[config.mk]
export PLATFORM = sky130hd
export DESIGN_NAME = least_slack_multi_cpu_scheduler_unit
export DESIGN_NICKNAME = d
export VERILOG_FILES = /design/src/lssched_pkg.sv /design/src/least_slack_multi_cpu_scheduler_unit.sv /design/src/lssched_front.sv /design/src/lssched_back.sv
export SDC_FILE = /design/constraint.sdc
export NUM_CORES = 2
export LEC_CHECK = 0
export BUFFER_PORTS_ARGS = -buffer_cell sky130_fd_sc_hd__buf_2
export CORE_MARGIN = 1.5
export CORE_UTILIZATION = 35
export CTS_CLUSTER_SIZE = 10
export DETAILED_ROUTE_END_ITERATION = 10
export PLACE_DENSITY = 0.59
export SLEW_MARGIN = 30
export SYNTH_ARGS = -nofsm -noshare
export SYNTH_HDL_FRONTEND = slang
export SYNTH_SLANG_ARGS = --single-unit
export TNS_END_PERCENT = 10
[constraint.sdc]
create_clock -name clk -period 46.3 [get_ports clk]
set_input_delay 13.89 -clock clk [delete_from_list [all_inputs] [get_ports clk]]
set_output_delay 13.89 -clock clk [all_outputs]
set_load 0.005 [all_outputs]
[src/lssched_pkg.sv]
// Package for the least-slack multi-CPU scheduler.
// Holds the request/result structs, event codes and sizing constants.
package lssched_pkg;

  localparam int unsigned MaxCpusDef    = 8;
  localparam int unsigned ReadyDepthDef = 16;
  localparam int unsigned QueueDepth    = 2;
  localparam int unsigned CfgIdxW       = 1;
  localparam int unsigned CfgDataW      = 10;

  typedef enum logic [1:0] {
    KIND_TICK   = 2'd0,
    KIND_ARRIVE = 2'd1,
    KIND_DONE   = 2'd2,
    KIND_NONE   = 2'd3
  } kind_t;

  typedef enum logic [0:0] {
    CFG_CPU_COUNT = 1'b0,
    CFG_MIN_REM   = 1'b1
  } cfg_idx_t;

  typedef enum logic [0:0] {
    ST_DISPATCH = 1'b0,
    ST_DROPPED  = 1'b1
  } status_t;

  typedef struct packed {
    logic [1:0]  kind;
    logic [7:0]  job_id;
    logic [31:0] job_deadline;
    logic [31:0] job_duration;
    logic [2:0]  done_cpu;
  } in_item_t;

  typedef struct packed {
    logic       status;
    logic [2:0] cpu;
    logic [7:0] dispatched_id;
    logic       last;
  } out_item_t;

  // Back-end phases.
  typedef enum logic [2:0] {
    BK_IDLE,
    BK_ARRIVE,
    BK_PREEMPT,
    BK_SCAN,
    BK_ASSIGN,
    BK_FINISH
  } bk_state_t;

endpackage

[src/least_slack_multi_cpu_scheduler_unit.sv]
// Least-slack scheduler for up to MAX_CPUS CPUs with a READY_DEPTH-entry ready table.
// A completion's processing time is set by the serial slot scan per free CPU; an arrival
// that finds no free CPU first walks the CPUs and preempts the busy ones while the ready
// table has room, then runs the same scan.
// One event is processed at a time; a two-entry request queue absorbs bursts.
// Synchronous active-low reset clears the clock, table valids and CPU busy bits.
// Results are strobed for one cycle; the receiver cannot stall.
module least_slack_multi_cpu_scheduler_unit import lssched_pkg::*; #(
  parameter int unsigned MAX_CPUS    = MaxCpusDef,
  parameter int unsigned READY_DEPTH = ReadyDepthDef
) (
  input  logic                clk,
  input  logic                rst_n,
  input  logic                start,
  output logic                busy,
  input  in_item_t            in_req,
  output logic                out_valid,
  output out_item_t           out_res,
  input  logic                cfg_we,
  input  logic [CfgIdxW-1:0]  cfg_idx,
  input  logic [CfgDataW-1:0] cfg_data
);

  logic [3:0] cpu_count_r;
  logic [9:0] min_rem_r;
  logic       q_valid, q_pop;
  in_item_t   q_item;

  always_ff @(posedge clk) begin
    if (!rst_n) begin
      cpu_count_r <= 4'd1;
      min_rem_r   <= 10'd10;
    end else if (cfg_we) begin
      case (cfg_idx_t'(cfg_idx))
        CFG_CPU_COUNT: cpu_count_r <= cfg_data[3:0];
        CFG_MIN_REM:   min_rem_r   <= cfg_data[9:0];
        default: ;
      endcase
    end
  end

  lssched_front u_front (
    .clk, .rst_n, .start, .busy, .in_req,
    .q_valid, .q_item, .q_pop
  );

  lssched_back #(.MAX_CPUS(MAX_CPUS), .READY_DEPTH(READY_DEPTH)) u_back (
    .clk, .rst_n,
    .cpu_count(cpu_count_r), .min_remaining(min_rem_r),
    .q_valid, .q_item, .q_pop, .out_valid, .out_res
  );

  a_pop_needs_data: assert property (@(posedge clk) disable iff (!rst_n)
    q_pop |-> q_valid) else $error("pop from empty queue");
  a_drop_is_last: assert property (@(posedge clk) disable iff (!rst_n)
    (out_valid && out_res.status) |-> out_res.last) else $error("drop not last");
  a_drop_cpu_zero: assert property (@(posedge clk) disable iff (!rst_n)
    (out_valid && out_res.status) |-> (out_res.cpu == 3'd0)) else $error("drop cpu");

endmodule

[src/lssched_front.sv]
// Front end: takes requests and keeps them in a short queue for the back end.
// Depends on lssched_pkg.
module lssched_front import lssched_pkg::*; (
  input  logic     clk,
  input  logic     rst_n,
  input  logic     start,
  output logic     busy,
  input  in_item_t in_req,
  output logic     q_valid,
  output in_item_t q_item,
  input  logic     q_pop
);

  localparam int unsigned PtrW = $clog2(QueueDepth);

  in_item_t         mem_r [QueueDepth];
  logic [PtrW-1:0]  wp_r, wp_nxt, rp_r, rp_nxt;
  logic [PtrW:0]    cnt_r, cnt_nxt;
  logic             push;

  assign busy    = (cnt_r == PtrW'(0) + (PtrW+1)'(QueueDepth));
  assign push    = start && !busy;
  assign q_valid = (cnt_r != '0);
  assign q_item  = mem_r[rp_r];

  always_comb begin
    wp_nxt  = push ? wp_r + 1'b1 : wp_r;
    rp_nxt  = (q_pop && q_valid) ? rp_r + 1'b1 : rp_r;
    cnt_nxt = cnt_r + (PtrW+1)'(push) - (PtrW+1)'(q_pop && q_valid);
  end

  always_ff @(posedge clk) begin
    if (!rst_n) begin
      wp_r  <= '0;
      rp_r  <= '0;
      cnt_r <= '0;
    end else begin
      wp_r  <= wp_nxt;
      rp_r  <= rp_nxt;
      cnt_r <= cnt_nxt;
    end
  end

  always_ff @(posedge clk) begin
    if (push) mem_r[wp_r] <= in_req;
  end

endmodule

[src/lssched_back.sv]
// Back end: ready table, CPU state, preemption and least-slack dispatch.
// Depends on lssched_pkg.
module lssched_back import lssched_pkg::*; #(
  parameter int unsigned MAX_CPUS    = MaxCpusDef,
  parameter int unsigned READY_DEPTH = ReadyDepthDef
) (
  input  logic       clk,
  input  logic       rst_n,
  input  logic [3:0] cpu_count,
  input  logic [9:0] min_remaining,
  input  logic       q_valid,
  input  in_item_t   q_item,
  output logic       q_pop,
  output logic       out_valid,
  output out_item_t  out_res
);

  localparam int unsigned SW = (READY_DEPTH > 1) ? $clog2(READY_DEPTH) : 1;
  localparam int unsigned CW = (MAX_CPUS > 1) ? $clog2(MAX_CPUS) : 1;

  bk_state_t st_r, st_nxt;
  in_item_t  it_r;
  logic [31:0] now_r;
  logic [READY_DEPTH-1:0] rv_r;
  logic [7:0]  rid_r [READY_DEPTH];
  logic [31:0] rdl_r [READY_DEPTH];
  logic [31:0] rrem_r [READY_DEPTH];
  logic [MAX_CPUS-1:0] busy_r;
  logic [7:0]  cid_r [MAX_CPUS];
  logic [31:0] cdl_r [MAX_CPUS];
  logic [31:0] crem_r [MAX_CPUS];
  logic [31:0] cst_r [MAX_CPUS];

  logic [CW:0] c_r;            // CPU walker, one wider to hold the count
  logic [SW:0] s_r;            // slot walker
  logic        bfound_r;
  logic [SW-1:0] bslot_r;
  logic signed [33:0] bslk_r;
  logic        any_r;
  logic        have_r;
  logic [2:0]  pcpu_r;
  logic [7:0]  pid_r;

  logic [CW:0]  ncpu;
  logic [31:0]  floor_v;
  logic         full;
  logic [SW-1:0] fslot;
  logic         any_free;
  logic [CW-1:0] ci;
  logic [SW-1:0] si;
  logic signed [33:0] slk;
  logic [31:0]  elapsed, rem_v;
  logic         ov_nxt;

  always_comb begin
    if (cpu_count == 4'd0) ncpu = (CW+1)'(1);
    else if (32'(cpu_count) > MAX_CPUS) ncpu = (CW+1)'(MAX_CPUS);
    else ncpu = (CW+1)'(cpu_count);
    floor_v = (min_remaining == 10'd0) ? 32'd1 : 32'(min_remaining);
    full  = &rv_r;
    fslot = '0;
    for (int i = READY_DEPTH-1; i >= 0; i--) if (!rv_r[i]) fslot = SW'(i);
    any_free = 1'b0;
    for (int i = 0; i < MAX_CPUS; i++)
      if ((CW+1)'(i) < ncpu && !busy_r[i]) any_free = 1'b1;
    ci = c_r[CW-1:0];
    si = s_r[SW-1:0];
    slk = $signed({2'b00, rdl_r[si]}) - $signed({2'b00, now_r})
        - $signed({2'b00, rrem_r[si]});
    elapsed = now_r - cst_r[ci];
    if (elapsed >= crem_r[ci]) rem_v = floor_v;
    else rem_v = crem_r[ci] - elapsed;
    if (rem_v < floor_v) rem_v = floor_v;
  end

  // Next-state logic.
  always_comb begin
    st_nxt = st_r;
    case (st_r)
      BK_IDLE: if (q_valid) st_nxt = BK_ARRIVE;
      BK_ARRIVE: begin
        case (kind_t'(it_r.kind))
          KIND_ARRIVE: st_nxt = full ? BK_IDLE : BK_PREEMPT;
          KIND_DONE:   st_nxt = (32'(it_r.done_cpu) >= MAX_CPUS) ? BK_IDLE : BK_SCAN;
          default:     st_nxt = BK_IDLE;
        endcase
      end
      BK_PREEMPT: if (!any_r || c_r >= ncpu || full) st_nxt = BK_SCAN;
      BK_SCAN: begin
        if (c_r >= ncpu) st_nxt = BK_FINISH;
        else if (!busy_r[ci] && s_r >= (SW+1)'(READY_DEPTH))
          st_nxt = bfound_r ? BK_ASSIGN : BK_FINISH;
      end
      BK_ASSIGN: st_nxt = BK_SCAN;
      BK_FINISH: st_nxt = BK_IDLE;
      default: st_nxt = BK_IDLE;
    endcase
  end

  // Output strobe: a drop, or a held dispatch flushed by the next assign or the finish.
  always_comb begin
    ov_nxt = ((st_r == BK_ARRIVE) && (kind_t'(it_r.kind) == KIND_ARRIVE) && full) ||
             (((st_r == BK_ASSIGN) || (st_r == BK_FINISH)) && have_r);
  end

  assign q_pop = (st_r == BK_IDLE) && q_valid;

  always_ff @(posedge clk) begin
    if (!rst_n) begin
      st_r <= BK_IDLE;
      now_r <= '0;
      rv_r <= '0;
      busy_r <= '0;
      out_valid <= 1'b0;
      have_r <= 1'b0;
      c_r <= '0;
      s_r <= '0;
      bfound_r <= 1'b0;
      any_r <= 1'b0;
    end else begin
      st_r <= st_nxt;
      out_valid <= ov_nxt;
      case (st_r)
        BK_IDLE: begin
          if (q_valid) it_r <= q_item;
          have_r <= 1'b0;
          c_r <= '0;
          s_r <= '0;
          bfound_r <= 1'b0;
        end
        BK_ARRIVE: begin
          case (kind_t'(it_r.kind))
            KIND_TICK: now_r <= now_r + 32'd1;
            KIND_ARRIVE: begin
              if (full) begin
                out_res <= '{status: ST_DROPPED, cpu: 3'd0,
                             dispatched_id: it_r.job_id, last: 1'b1};
              end else begin
                rv_r[fslot] <= 1'b1;
                rid_r[fslot] <= it_r.job_id;
                rdl_r[fslot] <= it_r.job_deadline;
                rrem_r[fslot] <= it_r.job_duration;
                any_r <= !any_free;
              end
            end
            KIND_DONE: begin
              if (32'(it_r.done_cpu) < MAX_CPUS) busy_r[CW'(it_r.done_cpu)] <= 1'b0;
            end
            default: ;
          endcase
        end
        BK_PREEMPT: begin
          if (any_r && c_r < ncpu && !full) begin
            if (busy_r[ci]) begin
              rv_r[fslot] <= 1'b1;
              rid_r[fslot] <= cid_r[ci];
              rdl_r[fslot] <= cdl_r[ci];
              rrem_r[fslot] <= rem_v;
              busy_r[ci] <= 1'b0;
            end
            c_r <= c_r + 1'b1;
          end else begin
            c_r <= '0;
          end
        end
        BK_SCAN: begin
          // Walk CPUs; on a free one, scan all slots for the least slack.
          if (c_r < ncpu) begin
            if (busy_r[ci]) begin
              c_r <= c_r + 1'b1;
            end else if (s_r < (SW+1)'(READY_DEPTH)) begin
              if (rv_r[si] && (!bfound_r || slk < bslk_r)) begin
                bfound_r <= 1'b1;
                bslot_r <= si;
                bslk_r <= slk;
              end
              s_r <= s_r + 1'b1;
            end
          end
        end
        BK_ASSIGN: begin
          if (have_r) begin
            out_res <= '{status: ST_DISPATCH, cpu: pcpu_r, dispatched_id: pid_r,
                         last: 1'b0};
          end
          have_r <= 1'b1;
          pcpu_r <= 3'(ci);
          pid_r <= rid_r[bslot_r];
          busy_r[ci] <= 1'b1;
          cid_r[ci] <= rid_r[bslot_r];
          cdl_r[ci] <= rdl_r[bslot_r];
          crem_r[ci] <= rrem_r[bslot_r];
          cst_r[ci] <= now_r;
          rv_r[bslot_r] <= 1'b0;
          c_r <= c_r + 1'b1;
          s_r <= '0;
          bfound_r <= 1'b0;
        end
        BK_FINISH: begin
          if (have_r) begin
            out_res <= '{status: ST_DISPATCH, cpu: pcpu_r, dispatched_id: pid_r,
                         last: 1'b1};
          end
        end
        default: ;
      endcase
    end
  end

endmodule

* After elaboration in Yosys (flattened, before gate mapping)
Memories as Yosys holds them, arrays and structs flattened. A register that Yosys moved wholly into a read port is not among the register bits.
Index checks and enable logic that the tools add are counted.
** Word-level totals
- Memory bits (writable) :: 2138
- Word-level logic and storage cells :: 282
- Memories kept :: 8
- Bits in registers :: 152
- Output and inout bits :: 15
** Memories
- u_back.rdl_r :: depth 16, width 32, rd ports 2, clocked after memory_dff 2, write ports 1, RTL line lssched_back.sv:26 : logic [31:0] rdl_r [READY_DEPTH];
- u_back.rrem_r :: depth 16, width 32, rd ports 2, clocked after memory_dff 2, write ports 1, RTL line lssched_back.sv:27 : logic [31:0] rrem_r [READY_DEPTH];
- u_back.cdl_r :: depth 8, width 32, rd ports 1, clocked after memory_dff 1, write ports 1, RTL line lssched_back.sv:30 : logic [31:0] cdl_r [MAX_CPUS];
- u_back.crem_r :: depth 8, width 32, rd ports 1, clocked after memory_dff 1, write ports 1, RTL line lssched_back.sv:31 : logic [31:0] crem_r [MAX_CPUS];
- u_back.cst_r :: depth 8, width 32, rd ports 1, clocked after memory_dff 1, write ports 1, RTL line lssched_back.sv:32 : logic [31:0] cst_r [MAX_CPUS];
- u_front.mem_r :: depth 2, width 77, rd ports 1, clocked after memory_dff 1, write ports 1, RTL line lssched_front.sv:16 : in_item_t mem_r [QueueDepth];
- 2 more memories
** Cells by class
- $add $sub $neg :: 11
- Equal/unequal tests :: 24
- Reduce and logical (&&, ||, !) cells :: 67
- Muxes and demuxes :: 110
- Bitwise operators :: 14
- Magnitude comparators :: 25
** Operators with widths (count)
- two-way mux 32 bit :: 4
- two-way mux 4 bit :: 28
- two-way mux 16 bit :: 4
- subtractor 32 bit :: 2
- two-way mux 13 bit :: 4
- case mux 16 bit (3 select lines) :: 1
- case mux 13 bit (3 select lines) :: 1
- two-way mux 3 bit :: 12
- less-than comparator 34 bit :: 1
- two-way mux 1 bit :: 34
- subtractor 34 x 33 -> 34 bit :: 1
- subtractor 32 x 32 -> 33 bit :: 1
- adder 32 x 1 -> 32 bit (second input constant) :: 1
- greater-or-equal comparator 32 bit :: 1
- less-than comparator 32 bit :: 1
- two-way mux 8 bit :: 4
- case mux 8 bit (3 select lines) :: 1
- logical AND 1 bit :: 22
- != test 2 x 1 -> 1 bit (second input constant) :: 11
- bitwise AND 16 bit :: 1
- bitwise AND 8 bit :: 2
- less-than comparator 3 x 4 -> 1 bit (first input constant) :: 4
- inverter 16 bit :: 1
- inverter 8 bit :: 2
- other kinds (55) :: 107

* Logic depth before layout (Yosys ltp)
- Depth after elaboration :: 24
- Mapped depth :: 43

* Modules after synthesis
From an unflattened synthesis, not the netlist that was laid out.
** Unflattened totals
- Cell total of the unflattened synthesis :: 5515
- Area total of the unflattened synthesis :: 105401.1 sq um
** Modules (own cells, without submodules)
- lssched_back :: times used 1, cells an instance 5186, seq. area each 65412.7 sq um, area an instance 98926.1 sq um
- lssched_front :: times used 1, cells an instance 267, seq. area each 4724.5 sq um, area an instance 5928.2 sq um
- least_slack_multi_cpu_scheduler_unit :: times used 1, cells an instance 62, seq. area each 280.3 sq um, area an instance 546.8 sq um

* Worst setup path before layout
Ideal clock, no wire load.
- Kind :: input to register
- From :: input port rst_n
- To :: register u_back.busy_r[0]
- Cell stages on the path :: 3
- Required time :: 46197 ps
- Setup slack :: 20941 ps
- Setup time :: 103 ps
- Arrival time :: 25257 ps
- Path through :: nand3_1 > nor4_1 > o221a_2
** RTL lines
- from (decl) :: RTL line least_slack_multi_cpu_scheduler_unit.sv:13 : input logic rst_n,
- to (signal assigned) :: RTL line lssched_back.sv:113 : busy_r <= '0;
- to (signal, indexed assignment) :: RTL line lssched_back.sv:147 : if (32'(it_r.done_cpu) < MAX_CPUS) busy_r[CW'(it_r.done_cpu)] <= 1'b0;
- to (signal, indexed assignment) :: RTL line lssched_back.sv:159 : busy_r[ci] <= 1'b0;
- to (decl) :: RTL line lssched_back.sv:28 : logic [MAX_CPUS-1:0] busy_r;

* Worst setup path after layout
- From :: input port rst_n
- To :: memory u_back.rrem_r[2][16], enable pin
** On the way
- Word-level cells in the longest chain between the ends :: 3
- Elaborated cells between the ends (all ways) :: 5
- Those cells by class :: mux: 4; bitwise: 1
** RTL lines
- two-way mux 1 bit :: RTL line lssched_back.sv:109 : if (!rst_n) begin
- two-way mux 1 bit, on equally long branches :: RTL line lssched_back.sv:142, lssched_back.sv:158
- OR 1 bit (no source line) *
- to (decl) :: RTL line lssched_back.sv:27
Mark *: on every way between the ends. The rest lies on a longest branch, timed or not.

==> reports/metrics.csv <==
stage;metric;value;unit
setup_path;CP delay by family, top;buffers and inverters;
yosys;synthesized area per cell;19.0;µm²
die;die height;552;µm
setup_path;crit-path max cell delay;0.70;ns
grt;initial antenna violation count;19;
die;# IOs;107;
timing;Least-Margin Pin Slew;1.11;ns
setup_path;crit path DAT;17.55;ns
cts;setup repair bufs after CTS;0;
min_path;Hold WC Path Type;reg2reg;
routing;DR top layer;met5;
setup_path;Worst setup EP type;register;
routing;met2 WL;139000;µm
cts;CTS max path bufs;4;
yosys;sequential cell area fraction in the yosys report;66.8;%
setup_path;WP data required;46.74;ns
place;# port buffers;106;
grt;first-pass GRT wire length;424000;µm
timing;highest clock rate;0.0584;GHz
cts;PostCTS Resize Cnt;0;
routing;drt first-iter violations;7179;
yosys;warnings from Yosys;0;
grt;Tot GR Track Use;19.5;%
setup_path;worst setup path startpoint;rst_n;
power;Peak supply drop;41.0;µV
layout;Register Area;70400;µm²
timing;Slew HR;24.6;%
yosys;share of synthesized registers carrying an async set or reset;0;%
routing;WL met1;130000;µm
cts;CTS Hold Buffers Added;0;
cts;H-tree depth;5;
yosys;area leader, netlist;edfxtp_1;
routing;Pre-antenna DRT Iters;5;
timing;Final Skew;0.0485;ns
place;dpl hpwl;188000;µm
cts;Clock Tree Root;clkbuf_16;
grt;largest net degree at the start of global routing;129;
timing;min Tclk post-route;17.11;ns
place;Final GP Congestion;0.911;
routing;DRC violation count after routing;0;
yosys;top cells by area, synth;edfxtp_1, mux4_2, ha_1;
setup_path;Max FO, Critical Path;61;
setup_path;crit path launch type;input port;
cts;clk_lat worst skew;0.86;ns
timing;Final Hold Fails;0;
timing;crit share post-route;37.0;%
die;std cell rows;201;
die;die width;552;µm
timing;Slew Limit Fails;0;
run_status;status;finished, final reports clean;
cts;TritonCTS clock tree;built;
layout;most frequent cells in the layout;edfxtp_1, mux4_2, clkbuf_16;
power;Sw Share;29.3;%
timing;RSZ-0062 raised after global routing;no;
power;clock share of power;34.8;%
cts;CTS Sinks;2378;
job;max-cap violation count;0;
layout;fin nets;6091;
routing;Routed WL;300000;µm
cts;clk slew on worst S/H paths;0.06;ns
setup_path;CP max stage cell;buf_4;
setup_path;CP Class;in2reg;
cts;Num CTS Buffers;286;
power;NetSw;1.67;mW
routing;vias per cell;5.75;
layout;multi-input logic area;33600;µm²
yosys;top cell type's share of synthesized area;64.9;%
yosys;synth unique cells;90;
die;core box area;300000;µm²
grt;vias in the first global route;56900;
power;Power Dens Cells;47.8;nW/µm²
yosys;Post-synth EDFFs;2277;
routing;wire per inst;30.4;µm
min_path;HP Start;u_back.have_r;
power;Leakage Power;38.0;nW
timing;setup TNS;0;ns
routing;routed wire length on met3;24900;µm
power;Pint;4.04;mW
yosys;Gate Count Post-Synth;5551;
routing;via count;56800;
timing;final setup vio count;0;
layout;share of cells above drive strength 1;29.0;%
setup_path;Bufs and invs on worst path;4;
yosys;Yosys reg bits;2378;
yosys;Synth Flop Type;edfxtp_1;
layout;Layout area overhead;13.4;%
power;Comb power frac;21.1;%
yosys;syn_nets;5829;
layout;Fillers;26500;
setup_path;CP Cell Sequence;buf_2 -> buf_4 -> nand2_1 -> nand2_1 -> nand2_1 -> nor2_4 -> buf_4 -> buf_4;
yosys;synthesized area;105000;µm²
routing;Final ANT Viol Nets;0;
layout;most common cell after layout, fill and taps aside;edfxtp_1;
die;initial core utilization;35.2;%
grt;GRT overflow;0;
power;Design Power;5.71;mW
power;Sequential Power Share;44.1;%
die;Die Footprint;304000;µm²
[metrics by stage]
step                      instances  cell area (µm²)  hold WS, ns  setup slack [ns]  util [%]
final                          9867           119000        0.493             29.19      39.9
after global routing           9859           119000        0.553             29.00      39.9
after CTS                      9855           119000        0.491             29.23      39.8
after detailed placement       9480           111000        0.479             28.35      37.2
after global placement         9478           111000        0.470             28.35      37.1
after floorplan                5551           105000        0.406             20.94         -
[synth_stat cells (all sizes together), types with 12 or more instances]
cell    number
edfxtp    2277
mux4       893
nand2      229
clkbuf     192
ha         182
o21ai      180
inv        166
nor2       139
a21oi      138
mux2       113
xnor2      105
dfxtp      101
buf         94
mux2i       82
a21o        64
and2        64
nand3       54
nor3        50
xor2        40
nand4       33
o21a        32
nor2b       31
nand2b      27
a21boi      21
and3        18
o31ai       18
or3         16
a31oi       14
o21bai      14
a211oi      13
o211ai      12
[sequential cells by signal, indices dropped and copies added, names as in the netlist, 4 cells and up, named ones only]
signal,count
u_back.rdl_r,512
u_back.rrem_r,512
u_back.cdl_r,256
u_back.crem_r,256
u_back.cst_r,256
u_front.mem_r,154
u_back.rid_r,128
u_back.it_r,77
u_back.cid_r,64
u_back.bslk_r,34
u_back.now_r,32
u_back.rv_r,16
u_back.out_res,13
min_rem_r,10
u_back.busy_r,8
u_back.pid_r,8
u_back.s_r,5
cpu_count_r,4
u_back.bslot_r,4
u_back.c_r,4
[worst paths after layout]
path	slack, ns	depth (start not counted)	end
min reg2reg	0.49	2	u_back.have_r
min	0.49	2	u_back.have_r
max reg2reg	34.14	37	u_back.rrem_r[5][8]
max	29.19	8	u_back.rrem_r[2][16]
[area by class of cell]
cell class	count	share of cell area [%]
Sequential cell	2378	59.0
Tap cell	3958	4.15
Multi-Input combinational cell	2720	28.1
Antenna cell	9	0.0189
Clock inverter	30	0.249
Inverter	167	0.525
Timing Repair Buffer	260	1.58
Clock buffer	345	6.35
[layer usage]
metal / up-vias / GRT usage [%]
met3: 409 / 3.90
li1: 23400 / -
met4: 6 / 4.84
met2: 2431 / 30.4
met5: - / 0
met1: 30500 / 28.2
[power groups by stage]
stage / clock, mW / combinational, mW / sequential (mW)
CTS: 2.02 / 1.17 / 2.52
detailed placement: 0 / 1.17 / 2.56
global placement: 0 / 1.15 / 2.56
floorplan: 0 / 0.753 / 2.52
global route: 2.10 / 1.28 / 2.52
finish: 1.99 / 1.21 / 2.52
[worst min-delay path, cell delays in order (launching register included)]
cell,delay [ns]
dfxtp_1,0.31
inv_1,0.05
o21ai_0,0.08
[logic make-up (layout without fill, tap and decap cells)]
| group | count (synthesis) | in the layout | synth area share (%) |
|---|---|---|---|
| AOI/OAI and AO/OA | 588 | 588 | 3.64 |
| DFF | 2378 | 2378 | 66.8 |
| other | 0 | 9 | 0 |
| adders and majority gates | 186 | 186 | 2.24 |
| buffers and inverters | 453 | 802 | 1.67 |
| muxes | 1088 | 1088 | 21.1 |
| xor gates and xnor gates | 145 | 145 | 1.21 |
| and+or+nand+nor | 713 | 713 | 3.34 |
No activity file was read; power rests on OpenSTA's default activity.
